## config.mk

```make
export PLATFORM = sky130hd
export DESIGN_NAME = sync_byte_frame_deframer_checksum_core_flat
export DESIGN_NICKNAME = d
export VERILOG_FILES = /design/src/sbfd_pkg.sv /design/src/sbfd_byte_if.sv /design/src/sbfd_frame_if.sv /design/src/sbfd_cfg_if.sv /design/src/sbfd_tracker.sv /design/src/sync_byte_frame_deframer_checksum_core.sv /design/src/flat_wrapper.sv
export SDC_FILE = /design/constraint.sdc
export NUM_CORES = 1
export LEC_CHECK = 0
export ABC_AREA = 1
export BUFFER_PORTS_ARGS = -buffer_cell sky130_fd_sc_hd__buf_2
export CELL_PAD_IN_SITES_DETAIL_PLACEMENT = 1
export CELL_PAD_IN_SITES_GLOBAL_PLACEMENT = 2
export CORE_MARGIN = 3
export CORE_UTILIZATION = 39
export DETAILED_ROUTE_END_ITERATION = 16
export PLACE_DENSITY_LB_ADDON = 0.1
export SYNTH_ARGS = -nofsm -noshare
export SYNTH_HDL_FRONTEND = slang
export SYNTH_HIERARCHICAL = 1
export SYNTH_SLANG_ARGS = --single-unit
```

## constraint.sdc

```tcl
create_clock -name clk -period 13.25 [get_ports clk]
set_input_delay 1.325 -clock clk [delete_from_list [all_inputs] [get_ports clk]]
set_output_delay 1.325 -clock clk [all_outputs]
set_load 0.02 [all_outputs]
```

## src/sbfd_pkg.sv

```systemverilog
package sbfd_pkg;

    localparam int BYTE_W       = 8;
    localparam int SAMPLE_W     = 16;
    localparam int MAX_CHANNELS = 8;
    localparam int CHANNELS_DEF = 8;

    // Configuration register indexes
    localparam int CFG_IDX_W = 2;
    localparam logic [CFG_IDX_W-1:0] REG_SYNC_BYTE  = 2'd0;
    localparam logic [CFG_IDX_W-1:0] REG_FILL_VALUE = 2'd1;

    // Register reset values
    localparam logic [BYTE_W-1:0]   SYNC_BYTE_RST  = 8'h37;
    localparam logic [SAMPLE_W-1:0] FILL_VALUE_RST = 16'h0800;

    typedef logic [BYTE_W-1:0]   byte_t;
    typedef logic [SAMPLE_W-1:0] sample_t;

    // Frame event from the tracker for the current request
    typedef struct packed {
        logic emit;
        logic ok;
    } frame_evt_t;

endpackage

```

## src/sbfd_byte_if.sv

```systemverilog
interface sbfd_byte_if;
    import sbfd_pkg::*;

    logic  valid;
    logic  ready;
    byte_t data_byte;

    modport source (output valid, output data_byte, input ready);
    modport sink   (input valid, input data_byte, output ready);
endinterface

```

## src/sbfd_frame_if.sv

```systemverilog
interface sbfd_frame_if;
    import sbfd_pkg::*;

    logic    valid;
    logic    ready;
    sample_t channel_0;
    sample_t channel_1;
    sample_t channel_2;
    sample_t channel_3;
    sample_t channel_4;
    sample_t channel_5;
    sample_t channel_6;
    sample_t channel_7;
    logic    checksum_ok;

    modport source (
        output valid, output channel_0, output channel_1, output channel_2,
        output channel_3, output channel_4, output channel_5, output channel_6,
        output channel_7, output checksum_ok, input ready
    );
    modport sink (
        input valid, input channel_0, input channel_1, input channel_2,
        input channel_3, input channel_4, input channel_5, input channel_6,
        input channel_7, input checksum_ok, output ready
    );
endinterface

```

## src/sbfd_cfg_if.sv

```systemverilog
interface sbfd_cfg_if;
    import sbfd_pkg::*;

    logic                 valid;
    logic                 ready;
    logic [CFG_IDX_W-1:0] index;
    logic [SAMPLE_W-1:0]  data;

    modport source (output valid, output index, output data, input ready);
    modport sink   (input valid, input index, input data, output ready);
endinterface

```

## src/sbfd_tracker.sv

```systemverilog
module sbfd_tracker
    import sbfd_pkg::*;
#(
    parameter int CHANNELS = CHANNELS_DEF
) (
    input  logic       clk,
    input  logic       rst_n,
    input  logic       accept,
    input  byte_t      data_byte,
    input  byte_t      sync_byte,
    output frame_evt_t evt,
    output byte_t      payload [2*CHANNELS]
);

    localparam int PAYLOAD_LEN = 2 * CHANNELS;
    localparam int FRAME_LEN   = 2 * CHANNELS + 2;
    localparam int CNT_W       = $clog2(FRAME_LEN + 1);
    localparam int IDX_W       = (PAYLOAD_LEN > 1) ? $clog2(PAYLOAD_LEN) : 1;

    logic             synced_reg, synced_next;
    logic [CNT_W-1:0] cnt_reg, cnt_next;
    byte_t            sum_reg, sum_next;
    byte_t            last_reg, last_next;
    byte_t            store_reg [PAYLOAD_LEN];
    logic             is_sync;
    logic             in_payload;

    assign is_sync    = (data_byte == sync_byte);
    assign in_payload = (cnt_reg < CNT_W'(PAYLOAD_LEN));

    // Flag a finished frame when a sync lands right after the checksum byte
    always_comb
    begin
        evt.emit = is_sync && synced_reg && (cnt_reg == CNT_W'(PAYLOAD_LEN + 1));
        evt.ok   = (sum_reg == last_reg);
    end

    // Advance position, running sum and checksum byte
    always_comb
    begin
        synced_next = synced_reg;
        cnt_next    = cnt_reg;
        sum_next    = sum_reg;
        last_next   = last_reg;
        if (is_sync)
        begin
            synced_next = 1'b1;
            cnt_next    = '0;
            sum_next    = data_byte;
        end
        else if (synced_reg)
        begin
            if (in_payload)
            begin
                sum_next = sum_reg + data_byte;
            end
            else if (cnt_reg == CNT_W'(PAYLOAD_LEN))
            begin
                last_next = data_byte;
            end
            if (cnt_reg < CNT_W'(FRAME_LEN))
            begin
                cnt_next = cnt_reg + 1'b1;
            end
        end
    end

    always_ff @(posedge clk or negedge rst_n)
    begin
        if (!rst_n)
        begin
            synced_reg <= 1'b0;
            cnt_reg    <= '0;
            sum_reg    <= '0;
            last_reg   <= '0;
        end
        else if (accept)
        begin
            synced_reg <= synced_next;
            cnt_reg    <= cnt_next;
            sum_reg    <= sum_next;
            last_reg   <= last_next;
        end
    end

    // Store payload bytes at their frame position
    always_ff @(posedge clk)
    begin
        if (accept && !is_sync && synced_reg && in_payload)
        begin
            store_reg[cnt_reg[IDX_W-1:0]] <= data_byte;
        end
    end

    assign payload = store_reg;

endmodule

```

## src/sync_byte_frame_deframer_checksum_core.sv

```systemverilog
// A frame result is presented in the cycle after the sync byte that closes the frame is taken.
// Throughput: one byte per cycle while bytes are not stalled; each byte updates the tracker registers.
// A result waits in the output register; bytes stall only while it is held and not taken.
// Reset (rst_n, async, active low): no frame open, sums cleared, result register empty,
// sync_byte = 0x37 and fill_value = 0x0800.
module sync_byte_frame_deframer_checksum_core
    import sbfd_pkg::*;
#(
    parameter int CHANNELS = CHANNELS_DEF
) (
    input  logic clk,
    input  logic rst_n,
    sbfd_byte_if.sink    stream,
    sbfd_frame_if.source frame,
    sbfd_cfg_if.sink     cfg
);

    byte_t      sync_byte_reg;
    sample_t    fill_reg;
    logic       accept;
    frame_evt_t evt;
    byte_t      payload [2*CHANNELS];
    sample_t    chan_next [MAX_CHANNELS];
    sample_t    chan_reg  [MAX_CHANNELS];
    logic       ok_reg;
    logic       valid_reg, valid_next;
    logic       load;

    // Configuration writes are always taken
    assign cfg.ready = 1'b1;

    always_ff @(posedge clk or negedge rst_n)
    begin
        if (!rst_n)
        begin
            sync_byte_reg <= SYNC_BYTE_RST;
            fill_reg      <= FILL_VALUE_RST;
        end
        else if (cfg.valid)
        begin
            unique case (cfg.index)
                REG_SYNC_BYTE:  sync_byte_reg <= cfg.data[BYTE_W-1:0];
                REG_FILL_VALUE: fill_reg      <= cfg.data;
                default:        ;
            endcase
        end
    end

    // Take a byte whenever the result register is free or being drained
    assign stream.ready = !valid_reg || frame.ready;
    assign accept       = stream.valid && stream.ready;

    sbfd_tracker #(
        .CHANNELS (CHANNELS)
    ) u_tracker (
        .clk       (clk),
        .rst_n     (rst_n),
        .accept    (accept),
        .data_byte (stream.data_byte),
        .sync_byte (sync_byte_reg),
        .evt       (evt),
        .payload   (payload)
    );

    // Assemble samples big-endian, or substitute fill on a bad checksum
    for (genvar k = 0; k < MAX_CHANNELS; k++)
    begin : g_chan
        if (k < CHANNELS)
        begin : g_used
            assign chan_next[k] = evt.ok ? {payload[2*k], payload[2*k+1]} : fill_reg;
        end
        else
        begin : g_unused
            assign chan_next[k] = '0;
        end
    end

    assign load       = accept && evt.emit;
    assign valid_next = load || (valid_reg && !frame.ready);

    always_ff @(posedge clk or negedge rst_n)
    begin
        if (!rst_n)
        begin
            valid_reg <= 1'b0;
        end
        else
        begin
            valid_reg <= valid_next;
        end
    end

    // Hold the result payload until a new frame loads it
    always_ff @(posedge clk)
    begin
        if (load)
        begin
            chan_reg <= chan_next;
            ok_reg   <= evt.ok;
        end
    end

    assign frame.valid       = valid_reg;
    assign frame.channel_0   = chan_reg[0];
    assign frame.channel_1   = chan_reg[1];
    assign frame.channel_2   = chan_reg[2];
    assign frame.channel_3   = chan_reg[3];
    assign frame.channel_4   = chan_reg[4];
    assign frame.channel_5   = chan_reg[5];
    assign frame.channel_6   = chan_reg[6];
    assign frame.channel_7   = chan_reg[7];
    assign frame.checksum_ok = ok_reg;

endmodule

```

## src/flat_wrapper.sv

```systemverilog
// flat-port wrapper written by rule: the top's interface ports become plain ports
module sync_byte_frame_deframer_checksum_core_flat import sbfd_pkg::*;
#(
    parameter int CHANNELS = CHANNELS_DEF
)
  (clk, rst_n, stream_valid, stream_data_byte, stream_ready, frame_valid, frame_channel_0, frame_channel_1, frame_channel_2, frame_channel_3, frame_channel_4, frame_channel_5, frame_channel_6, frame_channel_7, frame_checksum_ok, frame_ready, cfg_valid, cfg_index, cfg_data, cfg_ready);
  sbfd_byte_if stream_i ();
  sbfd_frame_if frame_i ();
  sbfd_cfg_if cfg_i ();
  input  logic clk;
  input  logic rst_n;
  input wire logic [$bits(stream_i.valid)-1:0] stream_valid;
  input wire logic [$bits(stream_i.data_byte)-1:0] stream_data_byte;
  output wire logic [$bits(stream_i.ready)-1:0] stream_ready;
  output wire logic [$bits(frame_i.valid)-1:0] frame_valid;
  output wire logic [$bits(frame_i.channel_0)-1:0] frame_channel_0;
  output wire logic [$bits(frame_i.channel_1)-1:0] frame_channel_1;
  output wire logic [$bits(frame_i.channel_2)-1:0] frame_channel_2;
  output wire logic [$bits(frame_i.channel_3)-1:0] frame_channel_3;
  output wire logic [$bits(frame_i.channel_4)-1:0] frame_channel_4;
  output wire logic [$bits(frame_i.channel_5)-1:0] frame_channel_5;
  output wire logic [$bits(frame_i.channel_6)-1:0] frame_channel_6;
  output wire logic [$bits(frame_i.channel_7)-1:0] frame_channel_7;
  output wire logic [$bits(frame_i.checksum_ok)-1:0] frame_checksum_ok;
  input wire logic [$bits(frame_i.ready)-1:0] frame_ready;
  input wire logic [$bits(cfg_i.valid)-1:0] cfg_valid;
  input wire logic [$bits(cfg_i.index)-1:0] cfg_index;
  input wire logic [$bits(cfg_i.data)-1:0] cfg_data;
  output wire logic [$bits(cfg_i.ready)-1:0] cfg_ready;
  assign stream_i.valid = stream_valid;
  assign stream_i.data_byte = stream_data_byte;
  assign stream_ready = stream_i.ready;
  assign frame_valid = frame_i.valid;
  assign frame_channel_0 = frame_i.channel_0;
  assign frame_channel_1 = frame_i.channel_1;
  assign frame_channel_2 = frame_i.channel_2;
  assign frame_channel_3 = frame_i.channel_3;
  assign frame_channel_4 = frame_i.channel_4;
  assign frame_channel_5 = frame_i.channel_5;
  assign frame_channel_6 = frame_i.channel_6;
  assign frame_channel_7 = frame_i.channel_7;
  assign frame_checksum_ok = frame_i.checksum_ok;
  assign frame_i.ready = frame_ready;
  assign cfg_i.valid = cfg_valid;
  assign cfg_i.index = cfg_index;
  assign cfg_i.data = cfg_data;
  assign cfg_ready = cfg_i.ready;
  sync_byte_frame_deframer_checksum_core #(.CHANNELS(CHANNELS)) u_core (.clk(clk), .rst_n(rst_n), .stream(stream_i), .frame(frame_i), .cfg(cfg_i));
endmodule
```

==> flow_summary.html <==
<table>
<tr><th>Metric</th><th>Value</th></tr>
<tr><th colspan="2">Place</th></tr>
<tr><td>Instance area after placement</td><td>~13,000 µm²</td></tr>
<tr><td>Number of port buffers</td><td>161</td></tr>
<tr><td>Hpwl dp</td><td>around 20 mm</td></tr>
<tr><td>Global placement routability congestion</td><td>0.778</td></tr>
<tr><th colspan="2">Global route</th></tr>
<tr><td>Antenna violations before repair</td><td>0</td></tr>
<tr><td>Maximum number of pins on one net before global-route repair</td><td>between 80 and 90</td></tr>
<tr><td>Vias in the first global route</td><td>approximately 7,500</td></tr>
<tr><td>Aggregate global routing overflow</td><td>0</td></tr>
<tr><td>Global-route wire length before repair</td><td>roughly 45 mm</td></tr>
<tr><td>Global-route total usage across every layer</td><td>17.9%</td></tr>
<tr><th colspan="2">Finish</th></tr>
<tr><td>Synthesis-to-layout area growth</td><td>18.4%</td></tr>
<tr><td>N_diodes</td><td>0</td></tr>
<tr><td>Number of flip-flops in the largest register</td><td>128</td></tr>
<tr><td>Most frequent cells in the layout</td><td>408 x sky130_fd_sc_hd__nand2_1, 257 x sky130_fd_sc_hd__edfxtp_1, 161 x sky130_fd_sc_hd__buf_2</td></tr>
<tr><td>Most common library cell in the layout ignoring fill and taps</td><td>sky130_fd_sc_hd__nand2_1</td></tr>
<tr><td>Total number of nets in the final design</td><td>~1,100</td></tr>
<tr><td>Final instance area</td><td>about 14,000 µm²</td></tr>
<tr><td>Layout cell share with drive strength beyond 1</td><td>between 20% and 30%</td></tr>
<tr><th colspan="2">Worst setup path</th></tr>
<tr><td>Data arrival time at the worst-slack endpoint</td><td>4290 ps</td></tr>
<tr><td>Type of the worst setup path</td><td>in2reg</td></tr>
<tr><td>Setup crit start kind</td><td>input port</td></tr>
<tr><td>Setup slack of the most critical reg-to-reg path</td><td>between 9000 and 10,000 ps</td></tr>
<tr><td>CP Data Required Time</td><td>approximately 13,000 ps</td></tr>
<tr><td>Maximum fanout along the worst path</td><td>79</td></tr>
<tr><td>Start of the worst register-to-register path</td><td>u_core/sync_byte_reg[5]</td></tr>
<tr><td>Kind of capture point of the worst setup path</td><td>flip-flop</td></tr>
<tr><td>Endpoint of the most critical register-to-register path</td><td>u_core/frame.channel_2[10]</td></tr>
<tr><td>Worst r2r path cells</td><td>9</td></tr>
<tr><th colspan="2">Logic synthesis</th></tr>
<tr><td>Share of the synthesized area in the top cell type</td><td>65.0%</td></tr>
<tr><td>Cell type with the largest total area after synthesis</td><td>sky130_fd_sc_hd__edfxtp_1</td></tr>
<tr><td>Cell types with the largest area share after synthesis</td><td>sky130_fd_sc_hd__edfxtp_1 65%, sky130_fd_sc_hd__nand2_1 13%, sky130_fd_sc_hd__dfrtp_1 8.6%</td></tr>
<tr><td>Post-Syn Instances</td><td>between 900 and 1,000</td></tr>
<tr><td>Synth Area in Compound Gates</td><td>~1.2%</td></tr>
<tr><td>Portion of netlist area occupied by mux cells</td><td>0%</td></tr>
<tr><td>Seq/Total Area, Yosys</td><td>approximately 75%</td></tr>
<tr><td>Number of synthesized register bits</td><td>approximately 300</td></tr>
<tr><td>Simple logic cell fraction of the synthesized area</td><td>between 15 and 20%</td></tr>
<tr><td>Post-Synthesis Cell Area</td><td>about 12,000 µm²</td></tr>
<tr><td>Leading register cell type out of synthesis</td><td>sky130_fd_sc_hd__edfxtp_1</td></tr>
<tr><td>Proportion of synthesized flip-flops having asynchronous set or reset</td><td>15.5%</td></tr>
<tr><td>Yosys warning count</td><td>6</td></tr>
<tr><td>Number of enable flip-flop cells after synthesis</td><td>roughly 260</td></tr>
<tr><td>Main combinational cell family by area after synthesis</td><td>simple AND/OR/NAND/NOR gates</td></tr>
<tr><td>Arithmetic-cell share of the synthesized area counting full adders, half adders and majority gates</td><td>1.33%</td></tr>
<tr><td>Fraction of synthesized cell area in xor and xnor cells</td><td>around 1.1%</td></tr>
<tr><td>Synthesized Nets</td><td>roughly 1,000</td></tr>
<tr><td>Average instance area after synthesis</td><td>approximately 13 µm²</td></tr>
<tr><td>Count of unique library cells instantiated by Yosys</td><td>35</td></tr>
<tr><th colspan="2">Drt</th></tr>
<tr><td>Total vias in the final route</td><td>just over 7,000</td></tr>
<tr><td>Detailed router's first-iteration violation count</td><td>~470</td></tr>
<tr><td>Vias per Instance</td><td>around 4.7</td></tr>
<tr><td>Remaining design rule violation count</td><td>0</td></tr>
<tr><td>Final routed wire length divided by cell count</td><td>approximately 19 µm</td></tr>
<tr><td>TritonRoute pass-1 iters</td><td>5</td></tr>
<tr><td>Routed wire length</td><td>roughly 29 mm</td></tr>
<tr><td>Count of nets left with antenna violations after detail routing</td><td>0</td></tr>
<tr><th colspan="2">Outcome</th></tr>
<tr><td>Status</td><td>finished clean</td></tr>
<tr><th colspan="2">Clock network</th></tr>
<tr><td>Total number of clock tree sinks</td><td>a little over 300</td></tr>
<tr><td>Post-CTS Repair Setup Buffers</td><td>0</td></tr>
<tr><td>Hold buffer count at cts</td><td>0</td></tr>
<tr><td>Post-cts sizing count</td><td>0</td></tr>
<tr><td>Clock slew seen by the registers of the worst setup and hold paths</td><td>around 60 ps</td></tr>
<tr><td>Clock H-tree levels</td><td>1</td></tr>
<tr><td>Clock insertion delay at the later pin of the skew report</td><td>about 570 ps</td></tr>
<tr><td>Inserted Clock Buffers</td><td>31</td></tr>
<tr><td>CTS tree</td><td>done</td></tr>
<tr><td>Maximum buffer depth of the clock tree</td><td>3</td></tr>
<tr><td>Clock root buffer master</td><td>sky130_fd_sc_hd__clkbuf_16</td></tr>
<tr><th colspan="2">Timing</th></tr>
<tr><td>Total count of hold-check failures in the final report</td><td>0</td></tr>
<tr><td>Maximum clock frequency</td><td>244 MHz</td></tr>
<tr><td>Final total negative setup slack</td><td>0 ps</td></tr>
<tr><td>Number of failing setup endpoints in the final timing report</td><td>0</td></tr>
<tr><td>Final worst clock skew</td><td>around 18 ps</td></tr>
<tr><td>Relative slew margins</td><td>around 36%</td></tr>
<tr><td>Worst slew pin tran</td><td>958 ps</td></tr>
<tr><td>Time the worst path needs with I/O delays and setup</td><td>slightly above 4000 ps</td></tr>
<tr><td>Setup repair after global routing missed its margin</td><td>no</td></tr>
<tr><td>Slew Viols, Final</td><td>0</td></tr>
<tr><td>Share of the clock period used by the worst path</td><td>between 30% and 40%</td></tr>
<tr><th colspan="2">Hold path</th></tr>
<tr><td>Worst Hold Path Cells</td><td>2</td></tr>
<tr><td>Class of the tightest hold or removal check</td><td>reg2reg</td></tr>
<tr><td>Beginning of the worst hold path</td><td>u_core/fill_reg[11]</td></tr>
<tr><td>Hold path endpoint</td><td>u_core/fill_reg[11]</td></tr>
<tr><th colspan="2">Die</th></tr>
<tr><td>Number of placed I/O pins</td><td>around 160</td></tr>
<tr><td>Floorplan die height</td><td>around 180 µm</td></tr>
<tr><td>Core Area</td><td>around 30,000 µm²</td></tr>
<tr><td>Initial Utilization</td><td>around two fifths</td></tr>
<tr><td>Die Footprint</td><td>approximately 33,000 µm²</td></tr>
<tr><td>Number of core rows</td><td>63</td></tr>
<tr><td>Floorplan die width</td><td>180 µm</td></tr>
<tr><th colspan="2">Pwr</th></tr>
<tr><td>Cell leakage power</td><td>0.00583 µW</td></tr>
<tr><td>Maximum VDD drop</td><td>~0.00010 V</td></tr>
<tr><td>P per Cell Area</td><td>between 150 and 200 nW/µm²</td></tr>
<tr><th colspan="2">Job</th></tr>
<tr><td>Number of max-capacitance violations reported</td><td>0</td></tr>
</table>
## through the flow
stage / instances / power [µW] / worst slack, ps / hold slack, ps / utilization, %
5_1_grt: 1521 / 2570 / 8800 / 503 / 47.1
3_5_place_dp: 1463 / 1610 / 8520 / 457 / 43.8
3_3_place_gp: 1463 / 1600 / 8560 / 455 / 43.8
2_1_floorplan: 934 / 1470 / 1600 / 442 / -
4_1_cts: 1521 / 2470 / 9120 / 467 / 47.1
6_report: 1521 / 2440 / 9150 / 466 / 47.1
## power by group
group	switching (µW)	internal (µW)
clock	362	496
combinational	275	126
sequential	45.9	1140
total	682	1760
## cell type report
cell class	instances	area, µm²
fill	3151	15800
sequential	304	8900
multi-input combinational	557	2630
timing repair buffer	167	851
clock buffer	40	820
tap	390	488
clock inverter	18	184
inverter	45	171
## worst max-delay path: stages
cell and delay, ps:
sky130_fd_sc_hd__buf_2 380, sky130_fd_sc_hd__inv_1 160, sky130_fd_sc_hd__nand2_1 110, sky130_fd_sc_hd__nand3_2 90
sky130_fd_sc_hd__nor2_4 130, sky130_fd_sc_hd__nand2_4 190, sky130_fd_sc_hd__nor3_1 180, sky130_fd_sc_hd__inv_1 80
sky130_fd_sc_hd__nor3_2 700, sky130_fd_sc_hd__buf_4 840
## kinds of logic (layout without fill, tap and decap cells)
family | count (synthesis) | in the layout
and+or+nand+nor | 511 | 511
DFF | 304 | 304
buffers and inverters | 73 | 270
AOI/OAI and AO/OA | 18 | 18
xor gates and xnor gates | 15 | 15
adders and majority gates | 12 | 12
other | 1 | 1
## layer usage
| metal | global-route usage, % | vias up | part of all wire, % |
|---|---|---|---|
| li1 | - | 3489 | - |
| met1 | 25.9 | 3502 | 47 |
| met2 | 29.2 | 165 | 46 |
| met3 | 2.60 | 39 | 4.4 |
| met4 | 3.62 | 0 | 2.0 |
| met5 | 0 | - | 0 |
## how the worst max path moves through the flow
stage | cells past startpoint | slack, ps | to | start
floorplan | 10 | 1600 | u_core/frame.channel_0[0] | stream_data_byte[1]
global placement | 10 | 8560 | u_core/frame.channel_3[10] | stream_data_byte[6]
detailed placement | 10 | 8520 | u_core/frame.channel_3[10] | stream_data_byte[6]
CTS | 10 | 9120 | u_core/frame.channel_3[6] | stream_data_byte[6]
global route | 10 | 8800 | u_core/frame.channel_2[8] | stream_data_byte[6]
finish | 10 | 9150 | u_core/frame.channel_2[10] | stream_data_byte[6]
## synthesized netlist by cell type (3+ instances only)
cell / n
sky130_fd_sc_hd__buf_2: 20
sky130_fd_sc_hd__buf_4: 4
sky130_fd_sc_hd__buf_6: 4
sky130_fd_sc_hd__dfrtp_1: 41
sky130_fd_sc_hd__dfstp_2: 6
sky130_fd_sc_hd__edfxtp_1: 257
sky130_fd_sc_hd__ha_1: 11
sky130_fd_sc_hd__inv_1: 37
sky130_fd_sc_hd__inv_2: 7
sky130_fd_sc_hd__nand2_1: 408
sky130_fd_sc_hd__nand2_4: 6
sky130_fd_sc_hd__nand3_1: 28
sky130_fd_sc_hd__nand4_1: 21
sky130_fd_sc_hd__nor2_1: 29
sky130_fd_sc_hd__nor2_4: 3
sky130_fd_sc_hd__o21ai_2: 13
sky130_fd_sc_hd__xnor2_1: 10
sky130_fd_sc_hd__xor2_1: 5
Power figures use the tool's default switching activity.
